File: config.mk
export PLATFORM = sky130hd
export DESIGN_NAME = touch_sample_filter_calibrate
export DESIGN_NICKNAME = d
export VERILOG_FILES = /design/src/rtl/tsfc_pkg.sv /design/src/rtl/tsfc_fifo.sv /design/src/rtl/tsfc_regs.sv /design/src/rtl/tsfc_front.sv /design/src/rtl/tsfc_back.sv /design/src/rtl/touch_sample_filter_calibrate.sv
export SDC_FILE = /design/constraint.sdc
export NUM_CORES = 2
export LEC_CHECK = 0
export BUFFER_PORTS_ARGS = -buffer_cell sky130_fd_sc_hd__buf_4
export CAP_MARGIN = 20
export CORE_MARGIN = 2
export CORE_UTILIZATION = 48
export CTS_BUF_LIST = sky130_fd_sc_hd__clkbuf_8 sky130_fd_sc_hd__clkbuf_16
export CTS_CLUSTER_DIAMETER = 120
export CTS_CLUSTER_SIZE = 40
export DETAILED_ROUTE_END_ITERATION = 7
export SYNTH_ARGS = -nofsm -noshare
export SYNTH_HDL_FRONTEND = slang
export SYNTH_SLANG_ARGS = --single-unit
File: constraint.sdc
create_clock -name clk -period 9.8 [get_ports clk]
set_input_delay 0.98 -clock clk [delete_from_list [all_inputs] [get_ports clk]]
set_output_delay 0.98 -clock clk [all_outputs]
set_load 0.05 [all_outputs]
File: src/rtl/tsfc_pkg.sv
package tsfc_pkg;

	localparam int WORD_W   = 16;
	localparam int SAMPLE_W = 13;
	localparam int SUM_W    = 17;
	localparam int GAIN_W   = 24;
	localparam int OFS_W    = 16;
	localparam int SCR_W    = 12;
	localparam int STATUS_W = 2;
	localparam int ADDR_W   = 5;
	localparam int DATA_W   = 32;
	localparam int SHIFT_IN = 3;

	typedef logic [STATUS_W-1:0] status_t;
	localparam status_t ST_VALID  = 2'd0;
	localparam status_t ST_JITTER = 2'd1;
	localparam status_t ST_WINDOW = 2'd2;

	typedef logic [1:0] burst_id_t;
	localparam burst_id_t BURST_X0 = 2'd0;
	localparam burst_id_t BURST_Y0 = 2'd1;
	localparam burst_id_t BURST_X1 = 2'd2;
	localparam burst_id_t BURST_Y1 = 2'd3;

	typedef logic [2:0] reg_idx_t;
	localparam reg_idx_t REG_X_GAIN   = 3'd0;
	localparam reg_idx_t REG_Y_GAIN   = 3'd1;
	localparam reg_idx_t REG_X_OFFSET = 3'd2;
	localparam reg_idx_t REG_Y_OFFSET = 3'd3;
	localparam reg_idx_t REG_JITTER   = 3'd4;
	localparam reg_idx_t REG_X_WINDOW = 3'd5;
	localparam reg_idx_t REG_Y_WINDOW = 3'd6;

	typedef struct packed {
		burst_id_t          burst;
		logic [SUM_W-1:0]   trimmed;
	} burst_rec_t;

	typedef struct packed {
		status_t               status;
		logic [SAMPLE_W-1:0]   raw_x;
		logic [SAMPLE_W-1:0]   raw_y;
		logic [SCR_W-1:0]      screen_x;
		logic [SCR_W-1:0]      screen_y;
	} result_t;

	typedef struct packed {
		logic signed [GAIN_W-1:0] x_gain;
		logic signed [GAIN_W-1:0] y_gain;
		logic signed [OFS_W-1:0]  x_offset;
		logic signed [OFS_W-1:0]  y_offset;
		logic [SAMPLE_W-1:0]      jitter_limit;
		logic [SAMPLE_W-1:0]      x_win_lo;
		logic [SAMPLE_W-1:0]      x_win_hi;
		logic [SAMPLE_W-1:0]      y_win_lo;
		logic [SAMPLE_W-1:0]      y_win_hi;
	} cfg_t;

endpackage

File: src/rtl/tsfc_fifo.sv
module tsfc_fifo #(
	parameter int WIDTH = 8,
	parameter int DEPTH = 4
) (
	input  logic                       clk,
	input  logic                       arst_n,
	input  logic                       push,
	input  logic [WIDTH-1:0]           wdata,
	input  logic                       pop,
	output logic [WIDTH-1:0]           rdata,
	output logic                       empty,
	output logic                       full,
	output logic [$clog2(DEPTH+1)-1:0] count
);

	localparam int PW = $clog2(DEPTH);
	localparam int CW = $clog2(DEPTH+1);

	logic [WIDTH-1:0] mem_q [DEPTH];
	logic [PW-1:0]    wr_ptr_q;
	logic [PW-1:0]    rd_ptr_q;
	logic [CW-1:0]    count_q;
	logic             do_push;
	logic             do_pop;

	assign empty   = (count_q == '0);
	assign full    = (count_q == CW'(DEPTH));
	assign count   = count_q;
	assign rdata   = mem_q[rd_ptr_q];
	assign do_push = push && !full;
	assign do_pop  = pop && !empty;

	always_ff @(posedge clk) begin
		if (do_push) begin
			mem_q[wr_ptr_q] <= wdata;
		end
	end

	always_ff @(posedge clk or negedge arst_n) begin
		if (!arst_n) begin
			wr_ptr_q <= '0;
			rd_ptr_q <= '0;
			count_q  <= '0;
		end else begin
			if (do_push) begin
				wr_ptr_q <= (wr_ptr_q == PW'(DEPTH-1)) ? '0 : wr_ptr_q + 1'b1;
			end
			if (do_pop) begin
				rd_ptr_q <= (rd_ptr_q == PW'(DEPTH-1)) ? '0 : rd_ptr_q + 1'b1;
			end
			unique case ({do_push, do_pop})
				2'b10: count_q <= count_q + 1'b1;
				2'b01: count_q <= count_q - 1'b1;
				default: count_q <= count_q;
			endcase
		end
	end

endmodule

File: src/rtl/tsfc_regs.sv
module tsfc_regs (
	input  logic                         clk,
	input  logic                         arst_n,
	input  logic                         psel,
	input  logic                         penable,
	input  logic                         pwrite,
	input  logic [tsfc_pkg::ADDR_W-1:0]  paddr,
	input  logic [tsfc_pkg::DATA_W-1:0]  pwdata,
	output logic [tsfc_pkg::DATA_W-1:0]  prdata,
	output logic                         pready,
	output tsfc_pkg::cfg_t               cfg
);

	import tsfc_pkg::*;

	logic [GAIN_W-1:0]   x_gain_q;
	logic [GAIN_W-1:0]   y_gain_q;
	logic [OFS_W-1:0]    x_offset_q;
	logic [OFS_W-1:0]    y_offset_q;
	logic [SAMPLE_W-1:0] jitter_q;
	logic [2*SAMPLE_W-1:0] x_win_q;
	logic [2*SAMPLE_W-1:0] y_win_q;
	reg_idx_t            idx;
	logic                wr_en;

	assign pready = 1'b1;
	assign idx    = paddr[ADDR_W-1:2];
	assign wr_en  = psel && penable && pwrite;

	always_ff @(posedge clk or negedge arst_n) begin
		if (!arst_n) begin
			x_gain_q   <= 24'h100000;
			y_gain_q   <= 24'h100000;
			x_offset_q <= '0;
			y_offset_q <= '0;
			jitter_q   <= 13'd64;
			x_win_q    <= {13'h1FFF, 13'h0000};
			y_win_q    <= {13'h1FFF, 13'h0000};
		end else if (wr_en) begin
			case (idx)
				REG_X_GAIN:   x_gain_q   <= pwdata[GAIN_W-1:0];
				REG_Y_GAIN:   y_gain_q   <= pwdata[GAIN_W-1:0];
				REG_X_OFFSET: x_offset_q <= pwdata[OFS_W-1:0];
				REG_Y_OFFSET: y_offset_q <= pwdata[OFS_W-1:0];
				REG_JITTER:   jitter_q   <= pwdata[SAMPLE_W-1:0];
				REG_X_WINDOW: x_win_q    <= pwdata[2*SAMPLE_W-1:0];
				REG_Y_WINDOW: y_win_q    <= pwdata[2*SAMPLE_W-1:0];
				default: ;
			endcase
		end
	end

	always_comb begin
		case (idx)
			REG_X_GAIN:   prdata = {{(DATA_W-GAIN_W){1'b0}}, x_gain_q};
			REG_Y_GAIN:   prdata = {{(DATA_W-GAIN_W){1'b0}}, y_gain_q};
			REG_X_OFFSET: prdata = {{(DATA_W-OFS_W){1'b0}}, x_offset_q};
			REG_Y_OFFSET: prdata = {{(DATA_W-OFS_W){1'b0}}, y_offset_q};
			REG_JITTER:   prdata = {{(DATA_W-SAMPLE_W){1'b0}}, jitter_q};
			REG_X_WINDOW: prdata = {{(DATA_W-2*SAMPLE_W){1'b0}}, x_win_q};
			REG_Y_WINDOW: prdata = {{(DATA_W-2*SAMPLE_W){1'b0}}, y_win_q};
			default:      prdata = '0;
		endcase
	end

	always_comb begin
		cfg.x_gain       = x_gain_q;
		cfg.y_gain       = y_gain_q;
		cfg.x_offset     = x_offset_q;
		cfg.y_offset     = y_offset_q;
		cfg.jitter_limit = jitter_q;
		cfg.x_win_lo     = x_win_q[SAMPLE_W-1:0];
		cfg.x_win_hi     = x_win_q[2*SAMPLE_W-1:SAMPLE_W];
		cfg.y_win_lo     = y_win_q[SAMPLE_W-1:0];
		cfg.y_win_hi     = y_win_q[2*SAMPLE_W-1:SAMPLE_W];
	end

endmodule

File: src/rtl/tsfc_front.sv
module tsfc_front #(
	parameter int SAMPLES_PER_BURST = 8,
	parameter int MID_DEPTH         = 4
) (
	input  logic                             clk,
	input  logic                             arst_n,
	input  logic                             push,
	output logic                             full,
	input  logic [tsfc_pkg::WORD_W-1:0]      sample_word,
	input  logic                             scan_start,
	input  logic [$clog2(MID_DEPTH+1)-1:0]   mid_count,
	output logic                             rec_push,
	output tsfc_pkg::burst_rec_t             rec
);

	import tsfc_pkg::*;

	localparam int POS_W = $clog2(SAMPLES_PER_BURST);
	localparam int FW    = $clog2(MID_DEPTH+1) + 1;
	localparam logic [POS_W-1:0] LAST_POS = POS_W'(SAMPLES_PER_BURST-1);

	logic [POS_W-1:0]    pos_q;
	logic [POS_W-1:0]    cur_pos;
	burst_id_t           burst_q;
	burst_id_t           cur_burst;
	logic [SAMPLE_W-1:0] smp;
	logic [SUM_W-1:0]    sum_q;
	logic [SAMPLE_W-1:0] max_q;
	logic [SAMPLE_W-1:0] min_q;
	logic [SUM_W-1:0]    nsum;
	logic [SAMPLE_W-1:0] nmax;
	logic [SAMPLE_W-1:0] nmin;
	logic                accept;
	logic                first;
	logic                last;
	logic                valid_s1;
	burst_id_t           burst_s1;
	logic [SUM_W-1:0]    sum_s1;
	logic [SAMPLE_W-1:0] max_s1;
	logic [SAMPLE_W-1:0] min_s1;
	logic [SAMPLE_W:0]   mm;

	assign accept    = push && !full;
	assign full      = ({1'b0, mid_count} + FW'(valid_s1)) >= FW'(MID_DEPTH);
	assign smp       = sample_word[WORD_W-1:SHIFT_IN];
	assign cur_pos   = scan_start ? '0 : pos_q;
	assign cur_burst = scan_start ? BURST_X0 : burst_q;
	assign first     = (cur_pos == '0);
	assign last      = (cur_pos == LAST_POS);
	assign nsum      = first ? SUM_W'(smp) : sum_q + SUM_W'(smp);
	assign nmax      = (first || smp > max_q) ? smp : max_q;
	assign nmin      = (first || smp < min_q) ? smp : min_q;

	always_ff @(posedge clk or negedge arst_n) begin
		if (!arst_n) begin
			pos_q    <= '0;
			burst_q  <= BURST_X0;
			valid_s1 <= 1'b0;
		end else begin
			valid_s1 <= accept && last;
			if (accept) begin
				if (last) begin
					pos_q   <= '0;
					burst_q <= cur_burst + 1'b1;
				end else begin
					pos_q   <= cur_pos + 1'b1;
					burst_q <= cur_burst;
				end
			end
		end
	end

	always_ff @(posedge clk) begin
		if (accept) begin
			sum_q <= nsum;
			max_q <= nmax;
			min_q <= nmin;
		end
		if (accept && last) begin
			sum_s1   <= nsum;
			max_s1   <= nmax;
			min_s1   <= nmin;
			burst_s1 <= cur_burst;
		end
	end

	// trim largest and smallest sample, floor at zero
	assign mm          = {1'b0, max_s1} + {1'b0, min_s1};
	assign rec_push    = valid_s1;
	assign rec.burst   = burst_s1;
	assign rec.trimmed = (sum_s1 >= SUM_W'(mm)) ? sum_s1 - SUM_W'(mm) : '0;

endmodule

File: src/rtl/tsfc_back.sv
module tsfc_back #(
	parameter int SAMPLES_PER_BURST  = 8,
	parameter int SCREEN_X_MAX       = 239,
	parameter int SCREEN_Y_MAX       = 319,
	parameter int GAIN_FRACTION_BITS = 20,
	parameter int OUT_DEPTH          = 8
) (
	input  logic                             clk,
	input  logic                             arst_n,
	input  logic                             rec_empty,
	input  tsfc_pkg::burst_rec_t             rec,
	output logic                             rec_pop,
	input  tsfc_pkg::cfg_t                   cfg,
	input  logic [$clog2(OUT_DEPTH+1)-1:0]   out_count,
	output logic                             res_push,
	output tsfc_pkg::result_t                res
);

	import tsfc_pkg::*;

	localparam int DIV   = SAMPLES_PER_BURST - 2;
	localparam int K     = SUM_W;
	localparam int RW    = K + 1;
	localparam int PRW   = K + RW;
	localparam int RECIP = (2**K) / DIV;
	localparam logic [RW-1:0] RECIP_C = RW'(RECIP);
	localparam logic [RW-1:0] DIV_C   = RW'(DIV);
	localparam int MW    = SAMPLE_W + 1 + GAIN_W;
	localparam int TW    = (OFS_W + GAIN_FRACTION_BITS + 1 > MW + 1) ?
	                       OFS_W + GAIN_FRACTION_BITS + 1 : MW + 1;
	localparam int CW    = $clog2(OUT_DEPTH+1) + 1;
	localparam logic [SCR_W-1:0] SX_MAX = SCR_W'(SCREEN_X_MAX);
	localparam logic [SCR_W-1:0] SY_MAX = SCR_W'(SCREEN_Y_MAX);

	logic                v_s1, v_s2, v_s3, v_s4;
	logic [PRW-1:0]      prod_s1;
	logic [SUM_W-1:0]    trim_s1;
	burst_id_t           burst_s1;
	logic [RW-1:0]       q_est;
	logic [RW-1:0]       rem;
	logic [RW-1:0]       mean_full;
	logic [SAMPLE_W-1:0] mean_s2;
	burst_id_t           burst_s2;
	logic [SAMPLE_W-1:0] fx_q, fy_q, sx_q;
	logic [SAMPLE_W:0]   ax_sum, ay_sum;
	logic [SAMPLE_W-1:0] ax, ay, dx, dy;
	logic                jit, win_bad;
	status_t             status_s3, status_s4;
	logic [SAMPLE_W-1:0] ax_s3, ay_s3, ax_s4, ay_s4;
	logic signed [MW-1:0] px_s4, py_s4;
	logic signed [TW-1:0] tx, ty;
	logic                credit_ok;

	function automatic logic [SCR_W-1:0] calib(input logic signed [TW-1:0] t,
	                                           input logic [SCR_W-1:0] maxv);
		logic [TW-1:0] q;
		q = TW'(t >>> GAIN_FRACTION_BITS);
		if (t <= 0) begin
			calib = '0;
		end else if (q > TW'(maxv)) begin
			calib = maxv;
		end else begin
			calib = q[SCR_W-1:0];
		end
	endfunction

	// keep room in the result queue for everything in flight
	assign credit_ok = (CW'(out_count) + CW'(v_s1) + CW'(v_s2) + CW'(v_s3) + CW'(v_s4))
	                   < CW'(OUT_DEPTH);
	assign rec_pop   = !rec_empty && credit_ok;

	// divide by burst length less two: reciprocal, then one correction step
	assign q_est     = prod_s1[PRW-1:K];
	assign rem       = RW'(trim_s1) - q_est * DIV_C;
	assign mean_full = (rem >= DIV_C) ? q_est + 1'b1 : q_est;

	assign ax_sum  = {1'b0, fx_q} + {1'b0, sx_q};
	assign ay_sum  = {1'b0, fy_q} + {1'b0, mean_s2};
	assign ax      = ax_sum[SAMPLE_W:1];
	assign ay      = ay_sum[SAMPLE_W:1];
	assign dx      = (fx_q > sx_q) ? fx_q - sx_q : sx_q - fx_q;
	assign dy      = (fy_q > mean_s2) ? fy_q - mean_s2 : mean_s2 - fy_q;
	assign jit     = (dx > cfg.jitter_limit) || (dy > cfg.jitter_limit);
	assign win_bad = (ax < cfg.x_win_lo) || (ax > cfg.x_win_hi) ||
	                 (ay < cfg.y_win_lo) || (ay > cfg.y_win_hi);

	always_ff @(posedge clk or negedge arst_n) begin
		if (!arst_n) begin
			v_s1 <= 1'b0;
			v_s2 <= 1'b0;
			v_s3 <= 1'b0;
			v_s4 <= 1'b0;
		end else begin
			v_s1 <= rec_pop;
			v_s2 <= v_s1;
			v_s3 <= v_s2 && (burst_s2 == BURST_Y1);
			v_s4 <= v_s3;
		end
	end

	always_ff @(posedge clk) begin
		if (rec_pop) begin
			prod_s1  <= PRW'(rec.trimmed) * PRW'(RECIP_C);
			trim_s1  <= rec.trimmed;
			burst_s1 <= rec.burst;
		end
		if (v_s1) begin
			mean_s2  <= mean_full[SAMPLE_W-1:0];
			burst_s2 <= burst_s1;
		end
		if (v_s2) begin
			unique case (burst_s2)
				BURST_X0: fx_q <= mean_s2;
				BURST_Y0: fy_q <= mean_s2;
				BURST_X1: sx_q <= mean_s2;
				BURST_Y1: begin
					ax_s3 <= ax;
					ay_s3 <= ay;
					priority if (jit) begin
						status_s3 <= ST_JITTER;
					end else if (win_bad) begin
						status_s3 <= ST_WINDOW;
					end else begin
						status_s3 <= ST_VALID;
					end
				end
			endcase
		end
		if (v_s3) begin
			px_s4     <= $signed({1'b0, ax_s3}) * cfg.x_gain;
			py_s4     <= $signed({1'b0, ay_s3}) * cfg.y_gain;
			ax_s4     <= ax_s3;
			ay_s4     <= ay_s3;
			status_s4 <= status_s3;
		end
	end

	assign tx = TW'(px_s4) + (TW'($signed(cfg.x_offset)) <<< GAIN_FRACTION_BITS);
	assign ty = TW'(py_s4) + (TW'($signed(cfg.y_offset)) <<< GAIN_FRACTION_BITS);

	assign res_push     = v_s4;
	assign res.status   = status_s4;
	assign res.raw_x    = ax_s4;
	assign res.raw_y    = ay_s4;
	assign res.screen_x = (status_s4 == ST_VALID) ? calib(tx, SX_MAX) : '0;
	assign res.screen_y = (status_s4 == ST_VALID) ? calib(ty, SY_MAX) : '0;

endmodule

File: src/rtl/touch_sample_filter_calibrate.sv
// a result passes the front register, middle queue and back stages s1-s4 to the result queue
// throughput: one sample per cycle; a sample is refused only when the burst queue
//   between the front and back ends has no room, which follows a stalled result side
// the burst divide, jitter/window checks and calibration multiply are pipelined in the back end
// reset: asynchronous, active low; clears the scan position, the queues and all
//   pipeline valids, and loads the calibration registers with their defaults
module touch_sample_filter_calibrate #(
	parameter int SAMPLES_PER_BURST  = 8,
	parameter int SCREEN_X_MAX       = 239,
	parameter int SCREEN_Y_MAX       = 319,
	parameter int GAIN_FRACTION_BITS = 20
) (
	input  logic                             clk,
	input  logic                             arst_n,
	// sample input, queue style
	input  logic                             push,
	output logic                             full,
	input  logic [tsfc_pkg::WORD_W-1:0]      sample_word,
	input  logic                             scan_start,
	// scan results, queue style
	output logic                             empty,
	input  logic                             pop,
	output logic [tsfc_pkg::STATUS_W-1:0]    status,
	output logic [tsfc_pkg::SAMPLE_W-1:0]    raw_x,
	output logic [tsfc_pkg::SAMPLE_W-1:0]    raw_y,
	output logic [tsfc_pkg::SCR_W-1:0]       screen_x,
	output logic [tsfc_pkg::SCR_W-1:0]       screen_y,
	// register port
	input  logic                             psel,
	input  logic                             penable,
	input  logic                             pwrite,
	input  logic [tsfc_pkg::ADDR_W-1:0]      paddr,
	input  logic [tsfc_pkg::DATA_W-1:0]      pwdata,
	output logic [tsfc_pkg::DATA_W-1:0]      prdata,
	output logic                             pready
);

	import tsfc_pkg::*;

	// one request per burst crosses the middle queue
	localparam int MID_DEPTH = 4;
	localparam int OUT_DEPTH = 8;
	localparam int MID_CW    = $clog2(MID_DEPTH+1);
	localparam int OUT_CW    = $clog2(OUT_DEPTH+1);

	cfg_t              cfg;
	burst_rec_t        rec_in;
	burst_rec_t        rec_out;
	logic              rec_push;
	logic              rec_pop;
	logic              mid_empty;
	logic              mid_full;
	logic [MID_CW-1:0] mid_count;
	result_t           res_in;
	result_t           res_out;
	logic              res_push;
	logic              out_full;
	logic [OUT_CW-1:0] out_count;

	// calibration and limit registers
	tsfc_regs u_regs (
		.clk     (clk),
		.arst_n  (arst_n),
		.psel    (psel),
		.penable (penable),
		.pwrite  (pwrite),
		.paddr   (paddr),
		.pwdata  (pwdata),
		.prdata  (prdata),
		.pready  (pready),
		.cfg     (cfg)
	);

	// front end: sample position tracking and running sum / max / min per burst
	tsfc_front #(
		.SAMPLES_PER_BURST (SAMPLES_PER_BURST),
		.MID_DEPTH         (MID_DEPTH)
	) u_front (
		.clk         (clk),
		.arst_n      (arst_n),
		.push        (push),
		.full        (full),
		.sample_word (sample_word),
		.scan_start  (scan_start),
		.mid_count   (mid_count),
		.rec_push    (rec_push),
		.rec         (rec_in)
	);

	// finished bursts waiting for the back end
	tsfc_fifo #(
		.WIDTH ($bits(burst_rec_t)),
		.DEPTH (MID_DEPTH)
	) u_mid_q (
		.clk    (clk),
		.arst_n (arst_n),
		.push   (rec_push),
		.wdata  (rec_in),
		.pop    (rec_pop),
		.rdata  (rec_out),
		.empty  (mid_empty),
		.full   (mid_full),
		.count  (mid_count)
	);

	// back end: mean, scan checks, calibration
	tsfc_back #(
		.SAMPLES_PER_BURST  (SAMPLES_PER_BURST),
		.SCREEN_X_MAX       (SCREEN_X_MAX),
		.SCREEN_Y_MAX       (SCREEN_Y_MAX),
		.GAIN_FRACTION_BITS (GAIN_FRACTION_BITS),
		.OUT_DEPTH          (OUT_DEPTH)
	) u_back (
		.clk       (clk),
		.arst_n    (arst_n),
		.rec_empty (mid_empty),
		.rec       (rec_out),
		.rec_pop   (rec_pop),
		.cfg       (cfg),
		.out_count (out_count),
		.res_push  (res_push),
		.res       (res_in)
	);

	// result queue, its head drives the result ports
	tsfc_fifo #(
		.WIDTH ($bits(result_t)),
		.DEPTH (OUT_DEPTH)
	) u_out_q (
		.clk    (clk),
		.arst_n (arst_n),
		.push   (res_push),
		.wdata  (res_in),
		.pop    (pop),
		.rdata  (res_out),
		.empty  (empty),
		.full   (out_full),
		.count  (out_count)
	);

	assign status   = res_out.status;
	assign raw_x    = res_out.raw_x;
	assign raw_y    = res_out.raw_y;
	assign screen_x = res_out.screen_x;
	assign screen_y = res_out.screen_y;

`ifndef SYNTHESIS
	// a finished burst must always find room in the middle queue
	a_mid_no_overflow: assert property (@(posedge clk) disable iff (!arst_n)
		!(rec_push && mid_full))
		else $error("burst request dropped at full middle queue");

	// back end credit keeps the result queue from overflowing
	a_out_no_overflow: assert property (@(posedge clk) disable iff (!arst_n)
		!(res_push && out_full))
		else $error("scan result dropped at full result queue");

	// no sample taken while the middle queue has no room
	a_full_when_mid_full: assert property (@(posedge clk) disable iff (!arst_n)
		(mid_count == MID_CW'(MID_DEPTH)) |-> full)
		else $error("input open with middle queue full");
`endif

endmodule
* Word-level counts from Yosys, hierarchy flattened
Memories as Yosys holds them, arrays and structs flattened.
Index checks and enable logic that the tools add are counted.
** Word-level totals
- Flip-flop bits (word level) :: 497
- RAM bits :: 492
- Input bits :: 61
- Output and inout port bits :: 87
- Logic and storage cells :: 184
- Memories :: 2
** Memories
- u_out_q.mem_q :: words 8, width 52, read ports 1, clocked after Yosys merged registers in 0, write ports 1, RTL line tsfc_fifo.sv:19 : logic [WIDTH-1:0] mem_q [DEPTH];
- u_mid_q.mem_q :: words 4, width 19, read ports 1, clocked after Yosys merged registers in 0, write ports 1, RTL line tsfc_fifo.sv:19
** Cells by class
- Add/subtract/negate cells :: 28
- Multipliers :: 4
- $lt $le $gt $ge :: 18
- Equal/unequal tests :: 20
- Muxes and demuxes :: 29
- Reductions and logical operators :: 40
** Operator list (number)
- 26-bit case mux with 7 select lines :: 1
- 13-bit greater-than comparator :: 7
- 38-bit by 36-bit adder with 39-bit output :: 2
- 39-bit by 1-bit less-or-equal comparator with 1-bit output, second input constant :: 2
- 14-bit by 24-bit multiplier with 38-bit output :: 2
- 12-bit 2-to-1 mux :: 6
- 13-bit 2-to-1 mux :: 5
- 13-bit subtractor :: 4
- 13-bit by 13-bit adder with 14-bit output :: 3
- 39-bit by 8-bit greater-than comparator with 1-bit output, second input constant :: 1
- 39-bit by 9-bit greater-than comparator with 1-bit output, second input constant :: 1
- 13-bit < comparator :: 3
- 17-bit 2-to-1 mux :: 2
- 17-bit by 15-bit multiplier with 32-bit output, second input constant :: 1
- 2-bit AND reduction :: 11
- 3-bit equality test, second input constant :: 7
- 18-bit by 3-bit greater-or-equal comparator with 1-bit output, second input constant :: 1
- 17-bit by 18-bit subtractor with 18-bit output :: 1
- 17-bit by 13-bit adder with 17-bit output :: 1
- 17-bit by 14-bit greater-or-equal comparator with 1-bit output :: 1
- 15-bit by 2-bit multiplier with 17-bit output, second input constant :: 1
- 17-bit by 14-bit subtractor with 17-bit output :: 1
- 5-bit by 1-bit adder with 5-bit output :: 3
- 13-bit by 1-bit adder with 13-bit output, second input constant :: 1
- 26 further kinds :: 71

* Longest topological paths before layout
- Depth after elaboration :: 9
- Depth in mapped cells :: 25
- Depth with buffers taken out :: 23

* Modules after synthesis
From an unflattened synthesis, not the netlist that was laid out.
** Second synthesis, totals
- Cells, all modules :: 6282
- Area, all modules :: 74816.8 µm²
** Modules (own cells, without submodules)
- tsfc_back :: instances 1, cells an instance 4465, area an instance 42341.9 µm², seq. area each 6676.4 µm²
- tsfc_fifo (u_out_q) :: instances 1, cells an instance 671, area an instance 16518.3 µm², seq. area each 12742.2 µm²
- tsfc_regs :: instances 1, cells an instance 456, area an instance 6670.1 µm², seq. area each 3664.8 µm²
- tsfc_front :: instances 1, cells an instance 551, area an instance 6062.1 µm², seq. area each 2792.7 µm²
- tsfc_fifo (u_mid_q) :: instances 1, cells an instance 139, area an instance 3224.3 µm², seq. area each 2457.4 µm²

* Worst setup path before layout
No wires, ideal clock.
- Path type :: register to register
- From :: register u_mid_q.rd_ptr_q[0]
- To :: register u_back.prod_s1[30], data pin
- Setup time :: 0.258 ns
- Data arrival time :: 6.362 ns
- Required time :: 9.542 ns
- Slack :: 3.181 ns
- Stages on the path, launching flop included :: 23
- Path buffers :: 1
- Period minus slack after synthesis :: 6.619 ns
- Cell sequence :: dfrtp_1 > buf_1 > mux4_2 > ha_1 > fa_1 > inv_1 > fa_1 > fa_1 > inv_1 > fa_1 > inv_1 > fa_1 > inv_1 > ha_1 > nor3_1 > o211ai_1 > a2111oi_1 > o31ai_1 > a31o_2 > a41oi_1 > nand2b_1 > a21oi_1 > xnor2_1
** RTL lines
- from (decl) :: RTL line tsfc_fifo.sv:21 : logic [PW-1:0] rd_ptr_q;
- from (signal assigned) :: RTL line tsfc_fifo.sv:49 : rd_ptr_q <= (rd_ptr_q == PW'(DEPTH-1)) ? '0 : rd_ptr_q + 1'b1;
- to (signal assigned) :: RTL line tsfc_back.sv:103 : prod_s1 <= PRW'(rec.trimmed) * PRW'(RECIP_C);
- to (decl) :: RTL line tsfc_back.sv:36 : logic [PRW-1:0] prod_s1;

* Worst setup path in the final report
- From :: register u_back.ay_s3[3]
- To :: register u_back.py_s4[37], data pin
** On the way
- Word-level cells in the longest chain between the ends :: 1
** Ends and longest elaborated chain
- from (decl) :: RTL line tsfc_back.sv:49 : logic [SAMPLE_W-1:0] ax_s3, ay_s3, ax_s4, ay_s4;
- from (signal assigned) :: RTL line tsfc_back.sv:118 : ay_s3 <= ay;
- 14-bit by 24-bit multiplier with 38-bit output :: RTL line tsfc_back.sv:131 : py_s4 <= $signed({1'b0, ay_s3}) * cfg.y_gain;
- to (signal assigned) :: RTL line tsfc_back.sv:131
- to (decl) :: RTL line tsfc_back.sv:50 : logic signed [MW-1:0] px_s4, py_s4;
Every way passes these cells.
A chain may end at the register's enable or synchronous reset.

==> reports/results.tsv <==
metric	value	unit
Final min period	8600	ps
CTS Sinks	971	
pin count of the biggest net entering global routing	96	
CTS tree	yes	
Crit Path Max Fanout	25	
Mapped Area	0.0738	mm^2
DRT Pass-1 Iters	7	
EDFF count, synth	799	
ys async rst share	0.177	
setup violators final	0	
Setup CP Type	reg2reg	
Crit path top cell by count	fa_1	
Avg Inst Size Synth	11.6	um^2
top-count cell post-synth	inv_1	
hold buffer count at CTS	0	
sequential share of the synthesized area	0.384	
post-CTS setup buffer count	0	
final hold viol count	0	
FF-to-FF End	u_back.py_s4[37]	
slack of the worst reg-to-reg path	1200	ps
top_reg_cell synth	edfxtp_1	
CP cell instances	and2_1, inv_1, fa_1, fa_1, inv_1, fa_1, fa_1, fa_1, inv_1, fa_1, inv_1, ha_1, nand2_1, nor2_1, a2111oi_0, nand4_1, nand2_1, o211ai_1, o21ai_0, mux2i_1, a2111oi_0	
Fin Setup TNS	0	ps
Max Cap Violations	0	
CP delay by family, top	adder cells	
status	finished clean	
Critical Path Sink Type	flip-flop	
synth top area cells	edfxtp_1 33%, fa_1 18%, ha_1 10%, inv_1 5.4%, dfrtp_1 4.9%	
number of cells on the worst reg-to-reg path	21	
Routed Antenna Nets	0	
Worst Max-Slew Pin Slew	1100	ps
CORE AREA	0.152	mm^2
Max clock buf depth	3	
worst clock skew	76.7	ps
Crit path largest cell delay	1090	ps
wire length of the first global-routing pass	282	mm
CP bufs+invs	4	
DR iter-0 viols	3222	
total clock buffers created by CTS	38	
Synth area leader	edfxtp_1	
die area	0.157	mm^2
Ys Warns	0	
crit path DAT	8970	ps
via count	46800	
Final GP Congestion	0.915	
Post-DP HPWL	134	mm
register bit count reported by yosys	971	
Mapped Cells	6365	
GR Util All Layers	0.234	
Clk Latency, worst-skew pair	690	ps
H-tree levels	2	
Slew headroom	0.266	
Post-CTS Resized	0	
share of the synthesized area in the top cell type	0.325	
filler cell count	13400	
worst hold path class	in2async	
PortBufs	129	
remaining global-route overflow	0	
Starting Density	0.484	
I/O pin total	148	
clk root buf	clkbuf_16	
initial antenna violation count	13	
Worst setup SP type	flip-flop	
Post-synth top cells	1067 x inv_1, 799 x edfxtp_1, 671 x fa_1, 603 x ha_1, 560 x nand2_1	
worst endpoint required time	10160	ps
chip width	396	um
drt wl/cell	21.2	um
fin. max-slew vios	0	
Syn-to-layout area delta	6.75	%
RSZ-0062 raised after global routing	no	
vias in the first global route	48100	
DRC Markers	0	
Die Y	396	um
fin nets	7781	
crit path from	u_back.ay_s3[3]	
share of cells above drive strength 1	0.0985	
drt via density	5.50	
slowest CP cell	edfxtp_1	
aggregate routed wire length	180	mm
FMAX	116	MHz
final worst-path cycle share	0.878	
Distinct cells, synth	85	
reg2reg start	u_back.ay_s3[3]	
Worst-path clk slew	150	ps
row cnt	143	
==> how the worst max path moves through the flow <==
stage	endpoint	slack [ps]	cells after the start
finish	u_back.py_s4[37]	1200	21
global route	u_back.py_s4[37]	640	21
CTS	u_back.py_s4[37]	1100	20
detailed placement	u_back.py_s4[37]	1140	20
global placement	u_back.py_s4[37]	1470	20
floorplan	u_back.prod_s1[30]	3180	22
==> worst reg2reg max path, cell delays in order, from the launching register on <==
cell and delay [ps]:
edfxtp_1 1090, and2_1 290, inv_1 70, fa_1 490, fa_1 690, inv_1 190, fa_1 490, fa_1 510
fa_1 520, inv_1 60, fa_1 490, inv_1 40, ha_1 350, nand2_1 100, nor2_1 40, a2111oi_0 810
nand4_1 370, nand2_1 230, o211ai_1 200, o21ai_0 390, mux2i_1 130, a2111oi_0 770
==> metal layers <==
metal | up-vias | global-route usage | part of all wire
li1 | 21500 | - | -
met1 | 24000 | 0.321 | 0.44
met2 | 1102 | 0.392 | 0.48
met3 | 206 | 0.0370 | 0.059
met4 | 18 | 0.0521 | 0.025
met5 | - | 0 | 0.00069
==> registers in the layout, summed over array words and instances (netlist names), 15 cells and up <==
signal	cells
u_out_q.mem_q	416
u_mid_q.mem_q	76
u_back.px_s4	38
u_back.py_s4	38
u_regs.x_win_q	26
u_regs.y_win_q	26
u_regs.x_gain_q	24
u_regs.y_gain_q	24
u_front.sum_q	17
u_front.sum_s1	17
u_back.trim_s1	16
u_regs.x_offset_q	16
u_regs.y_offset_q	16
u_back.prod_s1	15
==> cells in the final DEF (no fill, tap or decap), types with 29 or more instances in the layout <==
cell type  count
conb_1        63
a211oi_1      29
nor3_1        70
nor2b_1       36
buf_4        186
fa_1         671
dfrtp_1      139
o21ai_0      197
dfstp_2       29
mux2_2       169
xor2_1        80
inv_1       1078
and2_1       313
a21o_1        87
mux4_2       134
ha_1         603
xnor2_1      149
o21a_1        43
nand2_1      560
mux2i_1       44
nand2b_1      48
clkbuf_16     39
edfxtp_1     799
a21oi_1      234
nand3_1       56
nand4_1       38
nor2_1       209
==> logic make-up after synthesis <==
group,share of synthesized area
other cells,0.000102
fa+ha+maj,0.284
buf+inv,0.0658
mux,0.0727
simple gates,0.0946
compound gates,0.0712
flops,0.384
xor+xnor,0.0272
==> through the flow <==
stage	worst slack, ps	util	instance area, um^2	cells	hold slack, ps
6_report	1200	0.517	78700	8511	349
4_1_cts	1100	0.516	78600	8497	361
3_3_place_gp	1470	0.507	77200	8429	401
5_1_grt	636	0.517	78700	8505	394
2_1_floorplan	3180	-	74000	6426	400
3_5_place_dp	1140	0.507	77200	8429	406
==> cell type report <==
class | instances | area (um^2) | share of cell area
tap | 2030 | 2540 | 0.0323
sequential | 971 | 28300 | 0.360
clock buffer | 39 | 976 | 0.0124
clock inverter | 29 | 409 | 0.00520
multi-input combinational | 4174 | 40900 | 0.519
inverter | 1067 | 4010 | 0.0509
antenna | 7 | 17.5 | 0.000222
timing repair buffer | 194 | 1540 | 0.0196
Power is left out: the tool's default activity adds up to more than one toggle a clock period on the data nets, which glitch-free logic cannot reach.
